`src/rtl/smsd_pkg.sv`:
```
// Shared types and constants for the sample mean and deviation engine.
`timescale 1ns / 1ps
package smsd_pkg;

  localparam int SAMPLE_W   = 24;
  localparam int REP_W      = 9;
  localparam int SUM_W      = 32;
  localparam int OUT_W      = 28;
  localparam int SQSUM_W    = 64;
  localparam int PROD_W     = 2 * OUT_W;
  localparam int DIV_W      = 64;
  localparam int DIV_CNT_W  = $clog2(DIV_W);
  localparam int ROOT_W     = DIV_W / 2;
  localparam int ROOT_CNT_W = $clog2(ROOT_W);
  localparam int ROOT_REM_W = ROOT_W + 2;

  localparam logic [OUT_W-1:0] OUT_MAX = {OUT_W{1'b1}};

  typedef enum logic [1:0] {
    ST_OK       = 2'd0,
    ST_ZERO_REP = 2'd1,
    ST_ONE_REP  = 2'd2,
    ST_DROPPED  = 2'd3
  } status_e;

  typedef enum logic [9:0] {
    S_LOAD    = 10'b0000000001,
    S_MDIV_GO = 10'b0000000010,
    S_MDIV_WT = 10'b0000000100,
    S_SQ_GO   = 10'b0000001000,
    S_SQ_WT   = 10'b0000010000,
    S_VDIV_GO = 10'b0000100000,
    S_VDIV_WT = 10'b0001000000,
    S_SQRT_GO = 10'b0010000000,
    S_SQRT_WT = 10'b0100000000,
    S_OUT     = 10'b1000000000
  } state_e;

  typedef struct packed {
    logic load;
    logic div_start;
    logic div_sel_var;
    logic mean_cap;
    logic sq_start;
    logic sqrt_start;
    logic emit;
  } dp_cmd_t;

  typedef struct packed {
    logic rep_zero;
    logic rep_one;
    logic div_done;
    logic sq_done;
    logic sqrt_done;
  } dp_sts_t;

endpackage

```
`src/rtl/smsd_ctrl.sv`:
```
// Controller: sequences load, mean division, deviation pass, division and root.
`timescale 1ns / 1ps
module smsd_ctrl (
  input  logic              clk_i,
  input  logic              rst_ni,
  input  logic              start_i,
  input  logic              last_i,
  output logic              busy_o,
  output smsd_pkg::dp_cmd_t cmd_o,
  input  smsd_pkg::dp_sts_t sts_i
);
  import smsd_pkg::*;

  state_e state_q, state_d;
  logic   accept;

  assign accept = start_i && (state_q == S_LOAD);

  always_comb begin
    state_d = state_q;
    cmd_o   = '0;
    case (state_q)
      S_LOAD: begin
        cmd_o.load = accept;
        if (accept && last_i) begin
          state_d = sts_i.rep_zero ? S_OUT : S_MDIV_GO;
        end
      end
      S_MDIV_GO: begin
        cmd_o.div_start = 1'b1;
        state_d         = S_MDIV_WT;
      end
      S_MDIV_WT: begin
        if (sts_i.div_done) begin
          cmd_o.mean_cap = 1'b1;
          state_d        = sts_i.rep_one ? S_OUT : S_SQ_GO;
        end
      end
      S_SQ_GO: begin
        cmd_o.sq_start = 1'b1;
        state_d        = S_SQ_WT;
      end
      S_SQ_WT: begin
        if (sts_i.sq_done) begin
          state_d = S_VDIV_GO;
        end
      end
      S_VDIV_GO: begin
        cmd_o.div_start   = 1'b1;
        cmd_o.div_sel_var = 1'b1;
        state_d           = S_VDIV_WT;
      end
      S_VDIV_WT: begin
        if (sts_i.div_done) begin
          state_d = S_SQRT_GO;
        end
      end
      S_SQRT_GO: begin
        cmd_o.sqrt_start = 1'b1;
        state_d          = S_SQRT_WT;
      end
      S_SQRT_WT: begin
        if (sts_i.sqrt_done) begin
          state_d = S_OUT;
        end
      end
      S_OUT: begin
        cmd_o.emit = 1'b1;
        state_d    = S_LOAD;
      end
      default: begin
        state_d = S_LOAD;
      end
    endcase
  end

  always_ff @(posedge clk_i or negedge rst_ni) begin
    if (!rst_ni) begin
      state_q <= S_LOAD;
    end else begin
      state_q <= state_d;
    end
  end

  assign busy_o = state_q != S_LOAD;

endmodule

```
`config.mk`:
```
export PLATFORM = sky130hd
export DESIGN_NAME = smsd_ctrl
export DESIGN_NICKNAME = d
export VERILOG_FILES = /design/src/rtl/smsd_pkg.sv /design/src/rtl/smsd_ctrl.sv
export SDC_FILE = /design/constraint.sdc
export NUM_CORES = 1
export LEC_CHECK = 0
export BUFFER_PORTS_ARGS = -buffer_cell sky130_fd_sc_hd__buf_2
export CAP_MARGIN = 20
export CORE_MARGIN = 10
export CORE_UTILIZATION = 45
export CTS_BUF_LIST = sky130_fd_sc_hd__clkbuf_8
export DETAILED_ROUTE_END_ITERATION = 6
export HOLD_SLACK_MARGIN = 0.15
export PLACE_DENSITY = 0.68
export SETUP_SLACK_MARGIN = 0.15
export SLEW_MARGIN = 20
export SYNTH_ARGS = -nofsm -noshare
export SYNTH_HDL_FRONTEND = slang
export SYNTH_SLANG_ARGS = --single-unit
```
`constraint.sdc`:
```
create_clock -name clk_i -period 2.3 [get_ports clk_i]
set_input_delay 0 -clock clk_i [delete_from_list [all_inputs] [get_ports clk_i]]
set_output_delay 0 -clock clk_i [all_outputs]
set_load 0.02 [all_outputs]
```
==> results.sh, run 1 <==
export IMPL_drive_gt1_share_pct=30.4
export IMPL_ant_nets=0
export IMPL_yosys_area_top_type="dfrtp_1"
export IMPL_grt_ovfl_total=0
export IMPL_clk_pin_slew_ns=0.05
export IMPL_remaining_drc_errors=0
export IMPL_status="completed"
export IMPL_grt_pass1_vias=779
export IMPL_initial_utilization_pct=47.0
export IMPL_crit_fanout=9
export IMPL_routed_wl_um=2120
export IMPL_cts_tree="yes"
export IMPL_total_leakage_power_nw=0.449
export IMPL_syn2layout_area_growth_pct=27.1
export IMPL_largest_reg_flops=10
export IMPL_fin_util_pct=59.8
export IMPL_grtUsageTotal_pct=10.8
export IMPL_cts_root_buf="clkbuf_8"
export IMPL_maxSlewViolCount=0
export IMPL_finalNonFillerCells=140
export IMPL_hpwl_um=1530
export IMPL_power_density_nw_per_um2=1050
export IMPL_pin_count=17
export IMPL_cts_sinks=10
export IMPL_yosysWarnings=0
export IMPL_nFillCells=148
export IMPL_layout_nets=125
export IMPL_viasPerCell=5.88
export IMPL_core_region_area_um2=1710
export IMPL_min_path_type="in -> async"
export IMPL_worst_pin_slew_ns=0.600
export IMPL_seq_area_um2=253
export IMPL_regMostFlops="state_q"
export IMPL_timing_fmax_ghz=0.491
export IMPL_clock_latency_ns=0.24
export IMPL_clk_path_buf_depth=2
export IMPL_routedWlPerCell_um=15.1
export IMPL_row_count=15
export IMPL_synthCells=94
export IMPL_syn_num_nets=103
export IMPL_rsz0062_at_grt="false"
export IMPL_grt_pass1_wl_um=3540
export IMPL_ir_worst_vdd_uv=654
export IMPL_ys_seq_area_share_pct=31.3
export IMPL_top_regs="state_q (10)"
export IMPL_ctsHtreeMaxLevel=1
export IMPL_hold_violations=0
export IMPL_finalCriticalPeriod_ns=2.04
export IMPL_dieArea_um2=3880
export IMPL_antenna_found_initial=0
export IMPL_yosys_area_top_type_share_pct=28.0
export IMPL_syn_area_per_cell_um2=8.55
export IMPL_dpl_cell_count=130
export IMPL_maxSlewHeadroom_pct=59.7
export IMPL_synth_top_cells_by_area="dfrtp_1 (28%), nor2_1 (6.1%), or4_4 (4.2%)"
export IMPL_ys_types=43
export IMPL_drt_iter0_markers=31
export IMPL_multi_input_area_um2=493
export IMPL_crit_path_start_kind="flip-flop"
export IMPL_synth_seq_cells=10
export IMPL_fin_crit_sh_pct=88.6
export IMPL_gp_congestion=0.844
export IMPL_cts_buffers_inserted=3
export IMPL_worstPathArrival_ns=2.04
export IMPL_port_buffers=16
export IMPL_worstPathRequired_ns=2.30
export IMPL_die_w_um=62.3
export IMPL_netlist_area_um2=803
export IMPL_finClkSkew_ns=0.00346
export IMPL_cap_violations=0
export IMPL_setup_viol=0
export IMPL_holdWs_ns=0.150
export IMPL_path_class="reg -> out"
export IMPL_grt_max_degree=16
export IMPL_startpoint="state_q[6]$_DFFE_PN0P_"
export IMPL_cp_end_kind="primary output"
export IMPL_fin_tns_setup_ns=0
export IMPL_num_antenna_cells=0
export IMPL_die_height_um=62.3
export IMPL_r2r_start="state_q[3]$_DFFE_PN0P_"
export IMPL_vias=823
export IMPL_drt_pass1_iterations=4
## layer usage
metal,vias to the layer above,track usage (%),part of all wire (%)
met5,-,0,0
met4,0,5.03,2.0
met3,6,3.58,5.9
met2,27,15.6,45
met1,387,14.1,48
li1,403,-,-
## synthesized netlist by cell type (all sizes together)
cell / number
nor3: 5
or4: 5
a21oi: 5
a211o: 1
o311ai: 1
o21ai: 2
or3b: 1
nand4: 1
o21a: 1
nand3: 2
and2: 1
nand3b: 3
nor2: 13
nor4b: 2
nor2b: 1
nor3b: 4
nand4b: 1
mux2i: 1
dfrtp: 9
nand2b: 1
clkbuf: 5
o31ai: 1
buf: 5
o2bb2ai: 1
inv: 3
a2111oi: 3
o21bai: 1
a211oi: 2
a32o: 1
nor4: 4
and3: 3
dfstp: 1
and4b: 1
a22oi: 1
xor2: 1
nand2: 1
## stage by stage
step | total power [W] | setup WS, ns | instance area, um2
after floorplan | 0.000704 | 0.357 | 803
after global placement | 0.000831 | 0.368 | 905
after detailed placement | 0.000837 | 0.341 | 905
after CTS | 0.00108 | 0.234 | 1020
after global routing | 0.00116 | 0.161 | 1020
final | 0.00108 | 0.262 | 1020
## cells in the final DEF, fill, tap and decap left out, drive strengths merged, types with 2 or more instances in the layout
master and instances:
buf 21, nor2 13, dfrtp 9, dlygate4sd3 6
a21oi 5, or4 5, nor3 5, nor3b 4
clkbuf 4, nor4 4, and3 3, inv 3
nand3b 3, a2111oi 3, nand3 2, a211oi 2
nor4b 2, o21ai 2
## critical path, stage by stage (launching register included)
cell	delay, ns
dfrtp_2	0.46
or4_4	0.60
or4_4	0.47
nor2_1	0.09
buf_2	0.17
## cell type report
| cell class | count | area share [%] |
|---|---|---|
| clock buffer | 4 | 5.39 |
| inverter | 3 | 1.10 |
| timing repair buffer | 27 | 17.4 |
| tap | 25 | 3.06 |
| sequential | 10 | 24.8 |
| multi-input combinational | 71 | 48.3 |
## logic make-up (layout without fill, tap and decap cells)
family          Yosys count  count (layout)  share of synthesized area [%]
simple gates             49              49                           40.5
compound gates           20              20                           18.5
buf+inv                  13              34                           7.32
flops                    10              10                           31.3
xor+xnor                  1               1                           1.09
mux                       1               1                           1.25
## final timing paths
kind	endpoint	slack, ns	cells past startpoint
hold / removal	state_q[1]$_DFFE_PN0P_	0.15	2
setup reg to reg	state_q[3]$_DFFE_PN0P_	0.30	4
hold reg to reg	state_q[8]$_DFFE_PN0P_	0.56	1
min in group clk_i	state_q[0]$_DFFE_PN1P_	0.27	4
setup / recovery	cmd_o[6]	0.26	4
max in group asynchronous	state_q[0]$_DFFE_PN1P_	1.90	2
## report_power, final
| group | total [W] | internal (W) | switching (W) |
|---|---|---|---|
| Combinational | 0.000541 | 0.000246 | 0.000295 |
| Clock | 0.000225 | 0.000151 | 0.0000737 |
| Sequential | 0.000311 | 0.000217 | 0.0000945 |
| Total | 0.00108 | 0.000614 | 0.000463 |
## what timing repair did
item	CTS	global route
gates resized for setup	0	1
buffers inserted	0	0
hold buffers	6	0
setup endpoints to repair	0	1
hold endpoints to repair	17	0
No activity file was read; power rests on OpenSTA's default activity.
==> run 2: changes to the inputs <==
--- a/config.mk
+++ b/config.mk
@@ -11,6 +11,7 @@
 export CORE_UTILIZATION = 45
 export CTS_BUF_LIST = sky130_fd_sc_hd__clkbuf_8
 export DETAILED_ROUTE_END_ITERATION = 6
+export GPL_TIMING_DRIVEN = 0
 export HOLD_SLACK_MARGIN = 0.15
 export PLACE_DENSITY = 0.68
 export SETUP_SLACK_MARGIN = 0.15
==> constraint.sdc (replaced) <==
create_clock -name clk_i -period 2.3 [get_ports clk_i]
set_input_delay 0.46 -clock clk_i [delete_from_list [all_inputs] [get_ports clk_i]]
set_output_delay 0.46 -clock clk_i [all_outputs]
set_load 0.02 [all_outputs]
==> results.sh, run 2 (synthesis results as in run 1) <==
export IMPL_timing_fmax_ghz=0.401
export IMPL_cts_tree="yes"
export IMPL_maxSlewHeadroom_pct=56.7
export IMPL_remaining_drc_errors=0
export IMPL_min_path_type="in -> reg"
export IMPL_power_density_nw_per_um2=1200
export IMPL_row_count=15
export IMPL_die_height_um=62.3
export IMPL_routed_wl_um=2760
export IMPL_dieArea_um2=3880
export IMPL_viasPerCell=5.86
export IMPL_ant_nets=0
export IMPL_antenna_found_initial=0
export IMPL_cts_buffers_inserted=3
export IMPL_cts_root_buf="clkbuf_8"
export IMPL_nFillCells=130
export IMPL_hpwl_um=1580
export IMPL_rsz0062_at_grt="true"
export IMPL_setup_slack_ns=-0.193
export IMPL_vias=903
export IMPL_cp_end_kind="primary output"
export IMPL_clk_path_buf_depth=2
export IMPL_regMostFlops="state_q"
export IMPL_drt_pass1_iterations=5
export IMPL_crit_fanout=3
export IMPL_multi_input_area_um2=573
export IMPL_routedWlPerCell_um=17.9
export IMPL_fin_crit_sh_pct=108
export IMPL_port_buffers=16
export IMPL_top_regs="state_q (10)"
export IMPL_clock_latency_ns=0.24
export IMPL_postLayoutCellArea_um2=1230
export IMPL_finalCriticalPeriod_ns=2.49
export IMPL_seq_area_um2=251
export IMPL_cts_sinks=10
export IMPL_setup_viol=7
export IMPL_cap_violations=0
export IMPL_initial_utilization_pct=47.0
export IMPL_dpl_cell_count=135
export IMPL_syn2layout_area_growth_pct=53.4
export IMPL_maxSlewViolCount=0
export IMPL_gp_congestion=0.794
export IMPL_die_w_um=62.3
export IMPL_drt_iter0_markers=33
export IMPL_crit_path_start_kind="flip-flop"
export IMPL_grtUsageTotal_pct=12.4
export IMPL_worstPathArrival_ns=2.03
export IMPL_core_region_area_um2=1710
export IMPL_clk_pin_slew_ns=0.06
export IMPL_ctsHtreeMaxLevel=1
export IMPL_path_class="reg -> out"
export IMPL_placed_area_um2=927
export IMPL_drive_gt1_share_pct=44.2
export IMPL_place_ws_ns=-0.0172
export IMPL_num_antenna_cells=0
export IMPL_total_leakage_power_nw=0.516
export IMPL_finalNonFillerCells=154
export IMPL_grt_ovfl_total=0
export IMPL_worst_pin_slew_ns=0.649
export IMPL_layout_common_cells="buf_4 (13), buf_6 (12), nor2_1 (11)"
export IMPL_holdWs_ns=0.392
export IMPL_ir_worst_vdd_uv=716
export IMPL_layout_nets=139
export IMPL_worstPathRequired_ns=1.84
export IMPL_status="finished with violations"
export IMPL_hold_violations=0
export IMPL_finClkSkew_ns=0.00573
export IMPL_grt_max_degree=11
export IMPL_grt_pass1_vias=886
export IMPL_violations="negative setup slack"
export IMPL_pin_count=17
export IMPL_grt_pass1_wl_um=4060
export IMPL_largest_reg_flops=10
export IMPL_final_common_cell="buf_4"
==> run 2: changes by cell type in the layout (fill, tap and decap cells not counted), moves of 2 or more <==
cell and delta:
and3_1 -2, and3_4 +2, buf_2 -8, buf_4 +8
buf_6 +12, clkbuf_1 +5, dlygate4sd3_1 -5, nor2_1 -2
nor2_4 +2, nor4_4 +2
==> run 2: stage by stage <==
stage,util (%),TNS (ns),power (W)
finish,72.2,-0.917,0.00148
global route,72.2,-1.30,0.00156
CTS,68.5,-0.728,0.00133
detailed placement,54.3,-0.0172,0.000853
global placement,54.3,-0.0182,0.000849
floorplan,-,0,0.000720
==> run 2: area by class of cell <==
type	count	share of cell area (%)
flip-flops and latches	10	20.4
plain buffers	10	4.97
inverters	3	0.914
well taps	25	2.54
clock buffers	4	4.47
multi-input cells	71	46.5
repair buffers	31	20.2
==> run 2: path summary, 6_finish.rpt <==
| path | slack, ns | depth (start not counted) | endpoint | from |
|---|---|---|---|---|
| max in group asynchronous | 1.42 | 2 | state_q[0]$_DFFE_PN1P_ | rst_ni |
| setup / recovery | -0.19 | 5 | cmd_o[6] | state_q[6]$_DFFE_PN0P_ |
| setup reg to reg | 0.20 | 6 | state_q[3]$_DFFE_PN0P_ | state_q[4]$_DFFE_PN0P_ |
| hold / removal | 0.39 | 2 | state_q[1]$_DFFE_PN0P_ | sts_i[4] |
| min in group asynchronous | 0.62 | 2 | state_q[1]$_DFFE_PN0P_ | rst_ni |
| hold reg to reg | 0.56 | 1 | state_q[0]$_DFFE_PN1P_ | state_q[9]$_DFFE_PN0P_ |
==> run 2: worst max-delay path, cell delays in order, from the launching register on <==
cell and delay, ns:
dfrtp_1 0.39, buf_6 0.12, or4_4 0.52, or4_4 0.54, nor2_4 0.11, buf_6 0.12
==> run 2: power breakdown <==
group / internal, W / switching [W]
Sequential: 0.000217 / 0.0000427
Combinational: 0.000495 / 0.000498
Clock: 0.000151 / 0.0000788
Total: 0.000863 / 0.000619
==> run 2: timing repair <==
item / CTS / global route
gates resized for setup: 25 / 9
hold buffers: 1 / 0
buffers inserted: 12 / 2
setup endpoints to repair: 8 / 12
pin swaps: 6 / 3
hold endpoints to repair: 9 / 0
gates cloned: 0 / 0
==> run 2: per-layer routing <==
metal	routed length, um	global-route usage (%)
met5	0	0
met4	34	2.51
met2	1390	20.3
met3	220	5.56
met1	1110	14.5
==> run 3: changes to the inputs <==
--- a/config.mk
+++ b/config.mk
@@ -5,15 +5,15 @@
 export SDC_FILE = /design/constraint.sdc
 export NUM_CORES = 1
 export LEC_CHECK = 0
+export ABC_AREA = 1
 export BUFFER_PORTS_ARGS = -buffer_cell sky130_fd_sc_hd__buf_2
 export CAP_MARGIN = 20
 export CORE_MARGIN = 10
 export CORE_UTILIZATION = 45
 export CTS_BUF_LIST = sky130_fd_sc_hd__clkbuf_8
 export DETAILED_ROUTE_END_ITERATION = 6
-export GPL_TIMING_DRIVEN = 0
 export HOLD_SLACK_MARGIN = 0.15
-export PLACE_DENSITY = 0.68
+export PLACE_DENSITY = 0.69
 export SETUP_SLACK_MARGIN = 0.15
 export SLEW_MARGIN = 20
 export SYNTH_ARGS = -nofsm -noshare
==> results.sh, run 3 <==
export IMPL_total_leakage_power_nw=0.552
export IMPL_vias=688
export IMPL_dpl_cell_count=140
export IMPL_cp_end_kind="primary output"
export IMPL_syn_num_nets=117
export IMPL_ys_async_sr_fraction_pct=100
export IMPL_timing_fmax_ghz=0.516
export IMPL_worstPathRequired_ns=1.84
export IMPL_clk_path_buf_depth=2
export IMPL_ys_seq_area_share_pct=36.2
export IMPL_place_ws_ns=0.632
export IMPL_dieArea_um2=3520
export IMPL_worstPathArrival_ns=1.48
export IMPL_routed_wl_um=1790
export IMPL_cts_post_setup_buffers_inserted=0
export IMPL_viasPerCell=4.74
export IMPL_rsz0062_at_grt="false"
export IMPL_yosys_area_top_type="dfrtp_1"
export IMPL_regMostFlops="state_q"
export IMPL_clk_pin_slew_ns=0.05
export IMPL_syn2layout_area_growth_pct=22.3
export IMPL_synthCells=108
export IMPL_num_antenna_cells=0
export IMPL_hpwl_um=1460
export IMPL_status="completed"
export IMPL_setup_viol=0
export IMPL_initial_utilization_pct=46.7
export IMPL_path_class="reg -> out"
export IMPL_multi_input_area_um2=347
export IMPL_cts_buffers_inserted=3
export IMPL_layout_nets=139
export IMPL_synth_commonest_cells="inv_1 (25), nor2_1 (23), nand2_1 (21), dfrtp_1 (9), nand2_2 (7)"
export IMPL_min_path_type="in -> reg"
export IMPL_grtUsageTotal_pct=10.8
export IMPL_clock_latency_ns=0.24
export IMPL_cts_sinks=10
export IMPL_gp_congestion=0.849
export IMPL_finalNonFillerCells=145
export IMPL_largest_reg_flops=10
export IMPL_ant_nets=0
export IMPL_finClkSkew_ns=0.00254
export IMPL_remaining_drc_errors=0
export IMPL_ir_worst_vdd_uv=726
export IMPL_row_count=14
export IMPL_fin_util_pct=57.1
export IMPL_core_region_area_um2=1490
export IMPL_drt_pass1_iterations=4
export IMPL_maxSlewHeadroom_pct=80.6
export IMPL_netlist_area_um2=696
export IMPL_synth_seq_cells=10
export IMPL_fin_crit_sh_pct=84.3
export IMPL_ys_types=17
export IMPL_antenna_found_initial=0
export IMPL_top_regs="state_q (10)"
export IMPL_crit_path_start_kind="flip-flop"
export IMPL_grt_pass1_vias=728
export IMPL_syn_area_per_cell_um2=6.44
export IMPL_seq_area_um2=251
export IMPL_final_common_cell="inv_1"
export IMPL_drive_gt1_share_pct=29.5
export IMPL_cts_tree="yes"
export IMPL_crit_fanout=4
export IMPL_synthFlopType="dfrtp_1"
export IMPL_ctsHtreeMaxLevel=1
export IMPL_grt_max_degree=11
export IMPL_yosysWarnings=0
export IMPL_maxSlewViolCount=0
export IMPL_drt_iter0_markers=14
export IMPL_cts_root_buf="clkbuf_8"
export IMPL_finalCriticalPeriod_ns=1.94
export IMPL_synth_edff_count=0
export IMPL_grt_ovfl_total=0
export IMPL_nFillCells=159
export IMPL_routedWlPerCell_um=12.4
export IMPL_worst_pin_slew_ns=0.291
export IMPL_port_buffers=16
export IMPL_die_height_um=59.3
export IMPL_yosysMostFrequentCell="inv_1"
export IMPL_pin_count=17
export IMPL_power_density_nw_per_um2=1300
export IMPL_synth_top_cells_by_area="dfrtp_1 (32%), inv_1 (13%), nor2_1 (12%)"
export IMPL_fin_tns_setup_ns=0
export IMPL_cap_violations=0
export IMPL_layout_common_cells="inv_1 (26), nor2_1 (23), nand2_1 (21)"
export IMPL_yosys_area_top_type_share_pct=32.4
export IMPL_die_w_um=59.3
export IMPL_grt_pass1_wl_um=3010
export IMPL_setup_slack_ns=0.361
export IMPL_hold_violations=0
## run 3: cell count changes after synthesis, moves of 5 or more
cell	change
nand2_1	+20
inv_1	+22
a21oi_1	-5
clkbuf_1	-5
nor2_1	+10
nand2_2	+7
nor2_2	+5
## run 3: path summary, 6_finish.rpt
kind,startpoint,end,slack (ns),depth (start not counted)
max,state_q[6]$_DFFE_PN0P_,cmd_o[6],0.36,6
max reg2reg,state_q[0]$_DFFE_PN1P_,state_q[9]$_DFFE_PN0P_,0.64,8
min in group asynchronous,rst_ni,state_q[7]$_DFFE_PN0P_,0.61,2
max in group asynchronous,rst_ni,state_q[0]$_DFFE_PN1P_,1.42,2
min,sts_i[4],state_q[1]$_DFFE_PN0P_,0.40,2
min reg2reg,state_q[6]$_DFFE_PN0P_,state_q[6]$_DFFE_PN0P_,0.59,2
## run 3: kinds of logic (layout without fill, tap and decap cells)
family	count (synthesis)	after routing	share of synthesized area, %
AO/OA/AOI/OAI	3	3	2.34
flip-flops	10	10	36.2
buffers and inverters	26	47	14.0
AND/OR/NAND/NOR	69	69	47.5
## run 3: power by group
part / switching [W] / internal, W / total, W
Sequential: 0.0000325 / 0.000225 / 0.000257
Combinational: 0.000446 / 0.000209 / 0.000654
Clock: 0.0000764 / 0.000118 / 0.000194
## run 3: timing repair
action,CTS,global route
resized for setup,0,0
hold endpoints to repair,9,0
hold buffers,1,0
## run 3: per-stage QoR
step / total power [W] / hold slack, ns / cell area, um2
2_1_floorplan: 0.000761 / 0.164 / 696
3_3_place_gp: 0.000901 / 0.337 / 796
3_5_place_dp: 0.000912 / 0.340 / 796
4_1_cts: 0.00111 / 0.398 / 851
5_1_grt: 0.00121 / 0.401 / 851
6_report: 0.00111 / 0.404 / 851
## run 3: per-layer routing
| metal | GRT usage (%) | vias up | part of all wire, % |
|---|---|---|---|
| met5 | 0 | - | 0 |
| met4 | 3.93 | 0 | 1.1 |
| met3 | 2.36 | 4 | 3.0 |
| met2 | 18.7 | 13 | 51 |
| met1 | 12.5 | 314 | 45 |
| li1 | - | 357 | - |
## run 3: layout make-up
type	instances	share of cell area, %
clock buffers	3	4.85
clock inverters	1	0.441
inverters	26	11.5
multi-input cells	72	40.7
flip-flops and latches	10	29.6
well taps	16	2.35
repair buffers	17	10.6
## run 3: critical path, cell delays in order, from the launching register on
cell,delay (ns)
dfrtp_1,0.40
nor2_2,0.21
nand2_2,0.11
nor2_4,0.12
nand2_1,0.12
nor2_1,0.11
buf_2,0.17
